--- config.mk ---
export PLATFORM = sky130hd
export DESIGN_NAME = vn2c_hash
export DESIGN_NICKNAME = d
export VERILOG_FILES = /design/src/rtl/vn2c_pkg.sv /design/src/rtl/vn2c_hash.sv
export SDC_FILE = /design/constraint.sdc
export NUM_CORES = 2
export LEC_CHECK = 0
export BUFFER_PORTS_ARGS = -buffer_cell sky130_fd_sc_hd__buf_2
export CAP_MARGIN = 20
export CORE_ASPECT_RATIO = 2
export CORE_MARGIN = 2
export CORE_UTILIZATION = 40
export CTS_BUF_LIST = sky130_fd_sc_hd__clkbuf_8
export DETAILED_ROUTE_END_ITERATION = 16
export HOLD_SLACK_MARGIN = 0.06
export PLACE_DENSITY = 0.59
export SLEW_MARGIN = 25
export SYNTH_ARGS = -nofsm -noshare
export SYNTH_HDL_FRONTEND = slang
export SYNTH_SLANG_ARGS = --single-unit
--- constraint.sdc ---
create_clock -name i_clk -period 9.9 [get_ports i_clk]
set_input_delay 2.475 -clock i_clk [delete_from_list [all_inputs] [get_ports i_clk]]
set_output_delay 2.475 -clock i_clk [all_outputs]
set_load 0.02 [all_outputs]
--- src/rtl/vn2c_pkg.sv ---
// shared constants, types and the cosine weight table for the value noise block
`timescale 1ns / 1ps

package vn2c_pkg;

    // coordinate format
    localparam int POS_W             = 32;
    localparam int FRAC_BITS         = 16;
    localparam int WEIGHT_TABLE_BITS = 10;
    localparam int TAB_SIZE          = 1 << WEIGHT_TABLE_BITS;

    // value formats
    localparam int Q_BITS   = 16;
    localparam int ONE_Q16  = 1 << Q_BITS;
    localparam int NOISE_W  = Q_BITS + 2;
    localparam int WEIGHT_W = Q_BITS + 1;

    typedef logic signed [NOISE_W-1:0] t_noise;
    typedef logic [WEIGHT_W-1:0]        t_weight;
    typedef t_weight                    t_weight_tab [TAB_SIZE];

    // corner hash constants
    localparam logic [31:0] HASH_ROW     = 32'd57;
    localparam int          HASH_XSHIFT  = 13;
    localparam logic [31:0] HASH_MUL     = 32'd60493;
    localparam logic [31:0] HASH_ADD1    = 32'd19990303;
    localparam logic [31:0] HASH_ADD2    = 32'd1376312589;
    localparam int          HASH_MSB     = 30;
    localparam int          CORNER_SHIFT = 14;

    // pipeline timing
    localparam int HASH_LAT   = 5;
    localparam int WGT_LAT    = 2;
    localparam int BLEND_LAT  = 3;
    localparam int WX_DLY     = HASH_LAT - WGT_LAT;
    localparam int WY_DLY     = WX_DLY + BLEND_LAT;
    localparam int PIPE_DEPTH = HASH_LAT + 2 * BLEND_LAT;

    // sine series used to build the weight table at elaboration
    localparam logic [63:0] PI_Q31       = 64'd6746518852;
    localparam int          SERIES_TERMS = 10;
    localparam logic [63:0] SERIES_DIV [1:SERIES_TERMS] = '{
        64'd6, 64'd20, 64'd42, 64'd72, 64'd110,
        64'd156, 64'd210, 64'd272, 64'd342, 64'd420
    };

    // q1.16 weight round(65536 * sin^2(pi*i/2^(bits+1))), q31 truncating series
    function automatic t_weight cos_weight(input logic [63:0] idx);
        logic [63:0] one;
        logic [63:0] x;
        logic [63:0] x2;
        logic [63:0] r;
        logic [63:0] t;
        logic [63:0] s;
        one = 64'd1 << 31;
        x   = (PI_Q31 * idx) >> (WEIGHT_TABLE_BITS + 1);
        x2  = (x * x) >> 31;
        r   = one;
        for (int k = SERIES_TERMS; k >= 1; k--) begin
            t = ((x2 * r) >> 31) / SERIES_DIV[k];
            r = (t >= one) ? 64'd0 : one - t;
        end
        s = (x * r) >> 31;
        return WEIGHT_W'((s * s + (64'd1 << 45)) >> 46);
    endfunction

    function automatic t_weight_tab build_weight_tab();
        t_weight_tab tab;
        for (int i = 0; i < TAB_SIZE; i++) begin
            tab[i] = cos_weight(64'(i));
        end
        return tab;
    endfunction

    localparam t_weight_tab WEIGHT_TAB = build_weight_tab();

endpackage

--- src/rtl/vn2c_hash.sv ---
// pipelined integer hash of one lattice corner, mapped to a q1.16 corner value
`timescale 1ns / 1ps

module vn2c_hash import vn2c_pkg::*; (
    input  logic        i_clk,
    input  logic        i_en,
    input  logic [31:0] i_cx,
    input  logic [31:0] i_cy,
    output t_noise      o_val
);

    logic [31:0] n0;
    logic [31:0] h_sum;
    logic [31:0] r_n1;
    logic [31:0] r_n2;
    logic [31:0] r_n3;
    logic [31:0] r_nn;
    logic [31:0] r_t;
    logic [31:0] r_m;
    t_noise      r_val;
    t_noise      n_val;

    // corner index fold, final add and mapping to the corner value
    always_comb begin
        n0    = i_cx + i_cy * HASH_ROW;
        h_sum = r_m + HASH_ADD2;
        n_val = NOISE_W'(ONE_Q16) - NOISE_W'(h_sum[HASH_MSB:CORNER_SHIFT]);
    end

    // at most one multiply per stage, all modulo 2^32
    always_ff @(posedge i_clk) begin
        if (i_en) begin
            r_n1  <= n0 ^ (n0 << HASH_XSHIFT);
            r_nn  <= r_n1 * r_n1;
            r_n2  <= r_n1;
            r_t   <= r_nn * HASH_MUL + HASH_ADD1;
            r_n3  <= r_n2;
            r_m   <= r_n3 * r_t;
            r_val <= n_val;
        end
    end

    assign o_val = r_val;

endmodule

After elaboration in Yosys (flattened, before gate mapping)
Index checks and enable logic that the tools add are counted.
{"block": "op_classes", "add_sub_neg": 4, "mul": 4, "n_bitwise": 1}
{"op": "$add 32x25->32 const B", "n": 1}
{"op": "$add 32x32->32", "n": 1}
{"op": "$mul 32x16->32 const B", "n": 1}
{"op": "$mul 32x32->31", "n": 1}
{"op": "$mul 32x32->32", "n": 1}
{"op": "$mul 32x6->32 const B", "n": 1}
{"op": "$xor 32x32->32", "n": 1}
{"op": "$add 31x31->31 const B", "n": 1}
{"op": "$sub 17x17->18 const A", "n": 1}
{"block": "totals", "regBits": 209, "input_bits": 66, "output_inout_bits": 18, "word_cells": 16}

Depth between registers and ports, before layout
{"block": "depth", "depth_word": 3, "mapped_depth": 27}

Worst setup path after synthesis
Ideal clock, no wire load.
{"block": "synth_timing", "path_type": "register to register", "from": "register r_n1[10]", "to": "register r_nn[29], data pin", "arrival_ns": 6.912, "t_required_ns": 9.742, "slack_ns": 2.830, "stages_incl_launch_ff": 26, "synth_period_minus_slack_ns": 7.070, "path_cell_list": "edfxtp_1 > clkbuf_1 > clkbuf_1 > nand2_1 > fa_1 > inv_1 > fa_1 > fa_1 > inv_1 > fa_1 > inv_1 > fa_1 > inv_1 > fa_1 > inv_1 > fa_1 > fa_1 > ha_1 > a21o_1 > a21o_1 > a21oi_1 > o21a_1 > o22ai_1 > o221ai_1 > or4b_1 > o211ai_1"}
{"block": "synth_via", "elab_chain_len": 1}
{"element": "from (decl)", "line": "vn2c_hash.sv:14", "text": "logic [31:0] r_n1;"}
{"element": "from (signal assigned)", "line": "vn2c_hash.sv:33", "text": "r_n1 <= n0 ^ (n0 << HASH_XSHIFT);"}
{"element": "$mul 32x32->32", "line": "vn2c_hash.sv:34", "text": "r_nn <= r_n1 * r_n1;"}
{"element": "to (signal assigned)", "line": "vn2c_hash.sv:34"}
{"element": "to (decl)", "line": "vn2c_hash.sv:17", "text": "logic [31:0] r_nn;"}
Every way passes these cells.
A chain may end at the register's enable or synchronous reset.

Final worst setup path
{"block": "layout_timing", "from": "register r_n3[9]", "to": "register r_m[30], data pin"}
{"block": "layout_via", "elab_chain_len": 1}
{"element": "from (decl)", "line": "vn2c_hash.sv:16", "text": "logic [31:0] r_n3;"}
{"element": "from (signal assigned)", "line": "vn2c_hash.sv:37", "text": "r_n3 <= r_n2;"}
{"element": "$mul 32x32->31", "line": "vn2c_hash.sv:38", "text": "r_m <= r_n3 * r_t;"}
{"element": "to (signal assigned)", "line": "vn2c_hash.sv:38"}
{"element": "to (decl)", "line": "vn2c_hash.sv:19", "text": "logic [31:0] r_m;"}
Every way passes these cells.

==> metrics <==
Post-synth ARST share=0%; hold buffer count at cts=0; run status=complete, no violations; Max Fanout on Critical Path=21; crit-path cells=nand2_1 -> fa_1 -> inv_1 -> fa_1 -> fa_1 -> inv_1 -> fa_1 -> inv_1 -> fa_1 -> inv_1 -> fa_1 -> inv_1 -> fa_1 -> fa_1 -> ha_1 -> nand4_1 -> nor2_1 -> nand4_1 -> nor2_1 -> o31a_1 -> o221ai_1 -> o21ai_0 -> a31oi_1 -> xnor2_1; Layout Nets=5823; Setup CP Type=reg2reg; Setup violations, final=0; Seq/Total Area, Yosys=13.7%; Final Hold Fails=0; commonest non-fill, non-tap cell in the layout=inv_1; RSZ-0062 raised after global routing=false; slowest CP cell=edfxtp_1; Reg2Reg Depth=24; Max clock buf depth=3; post-detail-place hpwl=92.6 mm; wire length of the first global-routing pass=176 mm; final clock skew=0.0528 ns; Avg WL per Cell=18.9 microns; max cap viols=0; Die Width=239 microns; CTS tree=done; Post-synth EDFFs=201; largest stage delay on the critical path=1.08 ns; Bufs and invs on worst path=5; min Tclk post-route=8.04 ns; worst slew pin tran=1.11 ns; Final Core Density=42.8%; Setup TNS Final=0 ns; share of the synthesized area in the top cell type=42.2%; Routed Antenna Nets=0; CTS H-tree lvls=2; Syn Area/Cell=10.2 sq um; layout cell share with drive strength beyond 1=4.90%; relative slew slack=26.3%; CP top delay family=adder cells; CTS sink cnt=201; post-cts sizing count=0; Vias=28800; Num CTS Buffers=35; total track usage=20.6%; Reg clk slew, reported paths=0.06 ns; CP endpoint kind=register; Post-synth top flop=edfxtp_1; Worst Path Required=10.22 ns; synth top area cells=fa_1 42%, edfxtp_1 14%, ha_1 13%; most used cell, CP=fa_1; Post-DP Area=46100 sq um; CORE AREA=110000 sq um; distinct cell type count after synthesis=72; post-CTS setup buffer count=0; Pins Over Slew Limit=0; Worst R2R Setup Slack=1.86 ns; IO Pins=84; hold_sp=r_n2[7]; DRT Wirelength=110 mm; Seq cells post-synth=201; area leader, netlist=fa_1; HP Class=reg2reg; Initial DRC Count=916; GP Congestion=0.900; commonest cells after routing, fill and taps aside=1141 x inv_1, 928 x fa_1, 462 x ha_1; largest net degree at the start of global routing=71; Area Growth Syn to Fin=6.40%; Post-Synthesis Cells=4302; initial antenna violation count=1; Hold Path End=r_n3[7]; Startpoint Class=register; Clock Latency Late Sink=0.64 ns; DR pass1 iterations=5; die area=113000 sq um; root buf cell=clkbuf_8; Crit path arrival time=8.36 ns; Initial Utilization=40.2%; drc violations=0; Post-Layout Inst Area=46800 sq um; port bufs=81; fin crit share=81.2%; YS warnings=0; via density per instance=4.98; Cell Area, Synth=44000 sq um; vias in the first global route=33500; r2r startpoint=r_n3[9]; r2r endpoint=r_m[30]; number of core rows=172; WHS Path Cells=0; die height=473 microns; remaining global-route overflow=0; Max Clock Freq=124 MHz
synthesized netlist by cell type, types with 3 or more instances:
cell type,number
a31oi_1,13
o22ai_1,3
o21ai_1,8
nor4_1,6
o2111ai_1,3
o211ai_1,7
a21oi_1,80
nor2b_1,13
xnor2_1,187
nand2_1,356
a31o_2,7
nand2b_1,10
nand3_1,14
o21bai_1,19
ha_1,462
inv_1,1135
a211o_1,6
a2111o_1,3
a211oi_1,14
a21boi_0,3
o221ai_1,3
clkbuf_1,108
nand4_1,9
o31ai_1,7
o21ai_0,48
edfxtp_1,201
xor2_1,68
nor2_1,73
fa_1,928
and2_1,376
nor3_1,9
a21o_1,39
and3_1,8
or2_2,6
a211oi_2,4
o21a_1,20
per-stage QoR:
step	setup WS [ns]	hold WS, ns	instances
after detailed placement	1.66	0.405	5718
after global routing	1.49	0.421	5782
after floorplan	2.83	0.400	4307
after global placement	1.80	0.400	5717
after CTS	1.65	0.416	5777
final	1.86	0.417	5782
worst max path at each step:
stage / from / depth (start not counted) / end
global placement: r_t[4] / 21 / r_m[30]
detailed placement: r_t[5] / 21 / r_m[30]
CTS: r_t[5] / 21 / r_m[30]
global route: r_n3[9] / 24 / r_m[30]
floorplan: r_n1[10] / 25 / r_nn[29]
finish: r_n3[9] / 24 / r_m[30]
worst reg2reg max path, stage by stage (launching register included):
cell and delay (ns):
edfxtp_1 1.08, nand2_1 0.20, fa_1 0.46, inv_1 0.07, fa_1 0.43, fa_1 0.52
inv_1 0.05, fa_1 0.47, inv_1 0.05, fa_1 0.50, inv_1 0.06, fa_1 0.54
inv_1 0.06, fa_1 0.50, fa_1 0.42, ha_1 0.36, nand4_1 0.14, nor2_1 0.21
nand4_1 0.12, nor2_1 0.35, o31a_1 0.31, o221ai_1 0.20, o21ai_0 0.35, a31oi_1 0.15
xnor2_1 0.15
cell families after synthesis:
family | count (synthesis) | share of synthesized area (%)
AOI/OAI and AO/OA | 313 | 4.87
xor gates and xnor gates | 256 | 5.11
adders and majority gates | 1390 | 55.3
buffers and inverters | 1244 | 10.6
DFF | 201 | 13.7
muxes | 1 | 0.0227
other | 2 | 0.0171
and+or+nand+nor | 895 | 10.3
area by class of cell:
cell class              instances  area [sq um]
multi-input cells            2862         33300
flip-flops and latches        201          6040
fillers                     10600         62700
diodes                          1          2.50
inverters                    1135          4260
well taps                    1392          1740
repair buffers                132           835
clock inverters                24           149
clock buffers                  35           482
per-layer routing:
layer,global-route usage (%),vias up,part of all wire (%)
li1,-,13000,-
met1,17.6,14800,30
met2,43.4,622,60
met3,1.86,351,2.8
met4,13.1,0,7.4
met5,0,-,0
state kept, by name (all words and copies together), names as in the netlist:
register	flops
r_n1	31
r_n3	31
r_n2	31
r_m	31
r_t	30
o_val	18
r_nn	29
Power is not shown: default switching activity piles up to over one toggle a cycle in this logic, so the estimate is an artifact.
