$ cat src/rtl/vn2c_pkg.sv
// shared constants, types and the cosine weight table for the value noise block
`timescale 1ns / 1ps

package vn2c_pkg;

    // coordinate format
    localparam int POS_W             = 32;
    localparam int FRAC_BITS         = 16;
    localparam int WEIGHT_TABLE_BITS = 10;
    localparam int TAB_SIZE          = 1 << WEIGHT_TABLE_BITS;

    // value formats
    localparam int Q_BITS   = 16;
    localparam int ONE_Q16  = 1 << Q_BITS;
    localparam int NOISE_W  = Q_BITS + 2;
    localparam int WEIGHT_W = Q_BITS + 1;

    typedef logic signed [NOISE_W-1:0] t_noise;
    typedef logic [WEIGHT_W-1:0]        t_weight;
    typedef t_weight                    t_weight_tab [TAB_SIZE];

    // corner hash constants
    localparam logic [31:0] HASH_ROW     = 32'd57;
    localparam int          HASH_XSHIFT  = 13;
    localparam logic [31:0] HASH_MUL     = 32'd60493;
    localparam logic [31:0] HASH_ADD1    = 32'd19990303;
    localparam logic [31:0] HASH_ADD2    = 32'd1376312589;
    localparam int          HASH_MSB     = 30;
    localparam int          CORNER_SHIFT = 14;

    // pipeline timing
    localparam int HASH_LAT   = 5;
    localparam int WGT_LAT    = 2;
    localparam int BLEND_LAT  = 3;
    localparam int WX_DLY     = HASH_LAT - WGT_LAT;
    localparam int WY_DLY     = WX_DLY + BLEND_LAT;
    localparam int PIPE_DEPTH = HASH_LAT + 2 * BLEND_LAT;

    // sine series used to build the weight table at elaboration
    localparam logic [63:0] PI_Q31       = 64'd6746518852;
    localparam int          SERIES_TERMS = 10;
    localparam logic [63:0] SERIES_DIV [1:SERIES_TERMS] = '{
        64'd6, 64'd20, 64'd42, 64'd72, 64'd110,
        64'd156, 64'd210, 64'd272, 64'd342, 64'd420
    };

    // q1.16 weight round(65536 * sin^2(pi*i/2^(bits+1))), q31 truncating series
    function automatic t_weight cos_weight(input logic [63:0] idx);
        logic [63:0] one;
        logic [63:0] x;
        logic [63:0] x2;
        logic [63:0] r;
        logic [63:0] t;
        logic [63:0] s;
        one = 64'd1 << 31;
        x   = (PI_Q31 * idx) >> (WEIGHT_TABLE_BITS + 1);
        x2  = (x * x) >> 31;
        r   = one;
        for (int k = SERIES_TERMS; k >= 1; k--) begin
            t = ((x2 * r) >> 31) / SERIES_DIV[k];
            r = (t >= one) ? 64'd0 : one - t;
        end
        s = (x * r) >> 31;
        return WEIGHT_W'((s * s + (64'd1 << 45)) >> 46);
    endfunction

    function automatic t_weight_tab build_weight_tab();
        t_weight_tab tab;
        for (int i = 0; i < TAB_SIZE; i++) begin
            tab[i] = cos_weight(64'(i));
        end
        return tab;
    endfunction

    localparam t_weight_tab WEIGHT_TAB = build_weight_tab();

endpackage

$ cat src/rtl/vn2c_blend.sv
// three stage cosine blend a + round((b - a) * w / 65536)
`timescale 1ns / 1ps

module vn2c_blend import vn2c_pkg::*; (
    input  logic    i_clk,
    input  logic    i_en,
    input  t_noise  i_a,
    input  t_noise  i_b,
    input  t_weight i_w,
    output t_noise  o_res
);

    localparam int DIFF_W = NOISE_W + 1;
    localparam int PROD_W = DIFF_W + WEIGHT_W + 1;
    localparam logic signed [PROD_W-1:0] HALF_LSB = PROD_W'(32'sd1 <<< (Q_BITS - 1));

    logic signed [DIFF_W-1:0]   r_d;
    logic signed [WEIGHT_W:0]   w_s;
    t_weight                    r_w;
    t_noise                     r_a1;
    t_noise                     r_a2;
    logic signed [PROD_W-1:0]   r_p;
    logic signed [PROD_W-1:0]   rnd_sum;
    logic signed [PROD_W-1:0]   rnd;
    logic signed [PROD_W-1:0]   total;
    t_noise                     r_res;

    // rounding with halves upward, result lands between a and b
    always_comb begin
        w_s     = $signed({1'b0, r_w});
        rnd_sum = r_p + HALF_LSB;
        rnd     = rnd_sum >>> Q_BITS;
        total   = rnd + PROD_W'(r_a2);
    end

    // difference, product, rounded sum
    always_ff @(posedge i_clk) begin
        if (i_en) begin
            r_d   <= DIFF_W'(i_b) - DIFF_W'(i_a);
            r_a1  <= i_a;
            r_w   <= i_w;
            r_p   <= r_d * w_s;
            r_a2  <= r_a1;
            r_res <= total[NOISE_W-1:0];
        end
    end

    assign o_res = r_res;

endmodule

$ cat config.mk
export PLATFORM = sky130hd
export DESIGN_NAME = vn2c_blend
export DESIGN_NICKNAME = d
export VERILOG_FILES = /design/src/rtl/vn2c_pkg.sv /design/src/rtl/vn2c_blend.sv
export SDC_FILE = /design/constraint.sdc
export NUM_CORES = 1
export LEC_CHECK = 0
export CAP_MARGIN = 20
export CELL_PAD_IN_SITES_DETAIL_PLACEMENT = 1
export CELL_PAD_IN_SITES_GLOBAL_PLACEMENT = 2
export CORE_MARGIN = 8
export CORE_UTILIZATION = 45
export CTS_CLUSTER_SIZE = 16
export DETAILED_ROUTE_END_ITERATION = 10
export DONT_BUFFER_PORTS = 1
export HOLD_SLACK_MARGIN = 0.08
export PLACE_DENSITY_LB_ADDON = 0.1
export SLEW_MARGIN = 20
export SYNTH_ARGS = -nofsm -noshare
export SYNTH_HDL_FRONTEND = slang
export SYNTH_SLANG_ARGS = --single-unit
export TNS_END_PERCENT = 30
$ cat constraint.sdc
create_clock -name i_clk -period 13.5 [get_ports i_clk]
set_clock_uncertainty 0.05 [all_clocks]
set_input_delay 0 -clock i_clk [delete_from_list [all_inputs] [get_ports i_clk]]
set_output_delay 0 -clock i_clk [all_outputs]
set_load 0.005 [all_outputs]
# After elaboration in Yosys (flattened, before gate mapping)
# Cells that the tools add are included.
# totals
output_inout_bits	18
regBits	124
wordCells	10
inputBits	55
# op_classes
add_sub_neg	3
mul	1
# ops
operator	n
34-bit by 17-bit adder with 34-bit output, second input constant	1
19-bit by 18-bit multiplier with 34-bit output	1
18-bit by 18-bit subtractor with 19-bit output	1
18-bit adder	1

# Logic depth before layout (Yosys ltp)
# logic_depth
depth_word	2
ltp_mapped	24
depth_no_buf	22

# Least setup slack after synthesis
# OpenSTA, ideal clock, no wires.
# synth_timing
path_kind	reg2reg
startpoint	register r_w[3]
endpoint	register r_p[24] (data pin)
slack_ns	7.399
path_stages_with_launch	23
setup_time_ns	0.259
required_ns	13.191
arrival_time_ns	5.793
path_buffers	1
path_cell_list	edfxtp_1 > clkbuf_1 > and2_1 > fa_1 > inv_1 > fa_1 > fa_1 > inv_1 > fa_1 > fa_1 > inv_1 > fa_1 > inv_1 > ha_1 > and3_1 > and3_1 > and3_1 > a21o_1 > a41o_4 > o21a_1 > o21a_1 > nor2_2 > xnor2_1
# synth_via
elab_chain_len	1
# synth_lines
element	line_no	rtl
from (decl)	vn2c_blend.sv:19	t_weight r_w;
from (signal assigned)	vn2c_blend.sv:41	r_w <= i_w;
19-bit by 18-bit multiplier with 34-bit output	vn2c_blend.sv:42	r_p <= r_d * w_s;
to (signal assigned)	vn2c_blend.sv:42	
to (decl)	vn2c_blend.sv:22	logic signed [PROD_W-1:0] r_p;
# Every way passes these cells.
# A chain may end at the register's enable or synchronous reset.

# Final worst setup path
# layout_timing
startpoint	register r_w[7]
endpoint	register r_p[32] (data pin)
# The elaborated chain is that of the path after synthesis.

==> reports/qor.txt <==
DRT
-----------------------------------------------------------------------------------------
DR vias                                                                             10557
Drt initial violations                                                                362
Residual DRC                                                                            0
Wire length reported by the detailed router                                      41390 µm
DR WL/cell                                                                       19.71 µm
First-pass iteration count of the detailed router                                       4
Remaining number of nets flagged by the antenna check after routing                     0
Detail-routed via count per cell                                                    5.027

CLOCK TREE
-----------------------------------------------------------------------------------------
Htree depth                                                                             3
Clock transition at the registers of the reported paths                           0.09 ns
TritonCTS Sinks                                                                       109
Clock buffer count from CTS                                                             9
Number of setup buffers added after CTS                                                 0
Cell at the root of the clock tree                                              clkbuf_16
Clock Latency Late Sink                                                           0.39 ns
TritonCTS clock tree                                                                built
Maximum clock path buffer count                                                         2

PLACE
-----------------------------------------------------------------------------------------
Dpl hpwl                                                                         33080 µm
Gp weighted congestion                                                             0.8091
Total placed cells including tap cells                                               2031
PortBufs                                                                                0

STA
-----------------------------------------------------------------------------------------
Worst max-slew margin expressed relative to the limit                              0.4067
Actual transition at the worst max-transition pin                               0.8899 ns
Total Negative Setup Slacks                                                          0 ns
Max Slew Vio Count                                                                      0
Setup repair after global routing missed its margin                                    no
Final count of hold timing violations                                                   0
Max Clock Freq                                                                  150.7 MHz
Final worst path period need                                                     6.636 ns
Final critical-path share of the clock period                                      0.4916
Number of failing setup endpoints in the final timing report                            0

FINISH
-----------------------------------------------------------------------------------------
Area grow syn2layout                                                               7.717%
Ratio of cells with drive above 1 in the final layout                             0.01647
Number of filler cells placed in the layout                                          3968
Final net count                                                                      2113
Diode count                                                                             0
Final instance count without filler cells                                            2100
Final design utilization                                                           0.4928

GRT
-----------------------------------------------------------------------------------------
Total global routing overflow                                                           0
Global-route usage over all layers                                                 0.2098
Antenna violations before repair                                                        1
Wire length of the first global-routing pass                                     67970 µm
Largest net degree at the start of global routing                                     110
Via count of the first global-routing pass                                          12175

SYNTH
-----------------------------------------------------------------------------------------
Proportion of register bits with asynchronous set or reset after synthesis              0
Gate Count Post-Synth                                                                1612
Count of distinct cell types in the synthesized netlist                                52
Post-Synthesis Net Count                                                             2091
Synth Warn #                                                                            0
Most instantiated flip-flop cell in the synthesis netlist                        edfxtp_1
Sequential area share after synthesis                                              0.2007
Mean area per synthesized cell                                                  10.12 µm²
Count of state elements after synthesis                                               109
Combined area of all synthesized cells                                          16310 µm²
EDFF count, synth                                                                     109

WORST SETUP PATH
-----------------------------------------------------------------------------------------
Peak fanout along the critical path                                                    19
Worst EP required                                                                13.59 ns
Signal arrival time at the worst endpoint                                         6.72 ns
Crit Path Category                                                           flop to flop
Kind of capture point of the worst setup path                                        flop
Category of the worst setup path launch point                                        flop

OUTCOME
-----------------------------------------------------------------------------------------
Outcome                                                                      finished, final reports clean

JOB
-----------------------------------------------------------------------------------------
Max-cap violation count                                                                 0

FLOORPLAN
-----------------------------------------------------------------------------------------
Starting utilization of the core area                                              0.4575
Top Ports                                                                              73
Chip height                                                                      206.4 µm
Die footprint                                                                   42590 µm²
Die W                                                                            206.4 µm
Floorplan row count                                                                    69
Core area                                                                       35660 µm²

MIN PATH
-----------------------------------------------------------------------------------------
Worst hold path type                                                         input port to flop

## placed cells by master (no fill, tap or decap), drive strengths merged, types with 3 or more instances in the layout
| cell type | Yosys | layout |
|---|---|---|
| a21boi | 3 | 3 |
| a31oi | 3 | 3 |
| nand2 | 142 | 142 |
| o21a | 8 | 8 |
| edfxtp | 109 | 109 |
| a21o | 16 | 16 |
| and2 | 203 | 203 |
| nor3 | 10 | 10 |
| inv | 413 | 417 |
| xor2 | 13 | 13 |
| and4 | 3 | 3 |
| a21oi | 26 | 26 |
| nor2b | 6 | 6 |
| o21ai | 21 | 21 |
| or3 | 5 | 5 |
| clkbuf | 42 | 9 |
| nor2 | 31 | 31 |
| fa | 306 | 306 |
| xnor2 | 63 | 63 |
| nand4 | 6 | 6 |
| dlygate4sd3 | 0 | 52 |
| nand2b | 5 | 5 |
| clkinv | 0 | 3 |
| ha | 118 | 118 |
| and3 | 11 | 11 |
| nand3 | 18 | 18 |
## area by class of cell
| cell class | instances | area [µm²] | share of cell area |
|---|---|---|---|
| clock buffer | 9 | 225.2 | 0.01282 |
| inverter | 413 | 1550 | 0.08824 |
| clock inverter | 7 | 66.31 | 0.003774 |
| multi-input combinational | 1048 | 11330 | 0.6448 |
| sequential | 109 | 3273 | 0.1863 |
| timing repair buffer | 53 | 548.0 | 0.03119 |
| tap | 461 | 576.8 | 0.03283 |
## what timing repair did
action	4_1_cts	5_1_grt
endpoints found under the hold margin	159	1
hold buffers	52	1
resized for setup	0	0
## metrics by stage
| stage | instance area, µm² | hold slack (ns) | setup WS [ns] |
|---|---|---|---|
| detailed placement | 16730 | 0.04894 | 6.845 |
| global route | 17570 | 0.1122 | 6.474 |
| global placement | 16730 | 0.04895 | 6.956 |
| floorplan | 16310 | 0.04887 | 7.399 |
| finish | 17570 | 0.08763 | 6.864 |
| CTS | 17560 | 0.09034 | 6.821 |
## metal layers
| metal | part of all wire | wire length (µm) | vias to the layer above | global-route usage |
|---|---|---|---|---|
| met5 | 0 | 0 | - | 0 |
| met4 | 0.014 | 563 | 0 | 0.04600 |
| met3 | 0.018 | 734 | 23 | 0.01991 |
| met2 | 0.52 | 21720 | 91 | 0.3813 |
| met1 | 0.44 | 18370 | 5557 | 0.2673 |
| li1 | - | - | 4886 | - |
## worst paths after layout
check                      end               from  depth (start not counted)  slack, ns
max          r_p[32]$_DFFE_PP_   r_w[7]$_DFFE_PP_                         21       6.86
min          r_d[11]$_DFFE_PP_            i_b[11]                          2       0.09
max reg2reg  r_p[32]$_DFFE_PP_   r_w[7]$_DFFE_PP_                         21       6.86
min reg2reg  r_a2[6]$_DFFE_PP_  r_a1[6]$_DFFE_PP_                          0       0.37
## worst max-delay path: stages, from the launching register on
cell      delay, ns
edfxtp_1       0.75
and2_1         0.35
fa_1           0.51
inv_1          0.05
fa_1           0.46
fa_1           0.51
inv_1          0.06
fa_1           0.49
fa_1           0.49
inv_1          0.05
fa_1           0.47
inv_1          0.04
ha_1           0.32
and3_1         0.20
and3_1         0.21
and3_1         0.18
a21o_1         0.22
a41o_4         0.34
a21oi_1        0.23
o21bai_1       0.16
a21oi_2        0.16
xnor2_1        0.07
## cell usage after synthesis, types with 2 or more instances
master	instances	share of area
ha_1	118	0.091
inv_1	413	0.095
and2_1	203	0.078
nand4b_1	2	0.0011
nand2_1	142	0.033
nand3_1	18	0.0055
a21oi_1	24	0.0074
o31ai_1	2	0.00092
nor2b_1	6	0.0023
nor2_1	30	0.0069
o22ai_1	2	0.00077
a22oi_1	2	0.00092
a221o_1	2	0.0012
xnor2_1	63	0.034
xor2_1	13	0.0070
a21o_1	16	0.0074
and3_1	11	0.0042
o21a_1	8	0.0037
nor3_1	10	0.0031
edfxtp_1	109	0.20
o21ai_0	20	0.0061
o21bai_1	2	0.00092
and4_1	3	0.0016
nand4_1	6	0.0023
clkbuf_1	42	0.0097
a211oi_1	2	0.00092
a21oi_2	2	0.0011
or3_1	5	0.0019
nand2b_1	5	0.0019
a31oi_1	3	0.0012
o2111ai_1	2	0.0011
fa_1	306	0.38
## sequential cells by signal, summed over array words and instances, names as in the netlist
name	flops
r_w	17
r_p	19
r_d	19
r_a1	18
r_a2	18
o_res	18
## kinds of logic (layout without fill, tap and decap cells)
logic type,Yosys count,in the layout,synth area share
buffers and inverters,455,482,0.1047
AND/OR/NAND/NOR,444,444,0.1426
adder cells (fa/ha/maj),424,424,0.4661
flip-flops,109,109,0.2007
AO/OA/AOI/OAI,104,104,0.04511
XOR/XNOR,76,76,0.04081
Power is not shown: default switching activity piles up to over one toggle a cycle in this logic, so the estimate is an artifact.
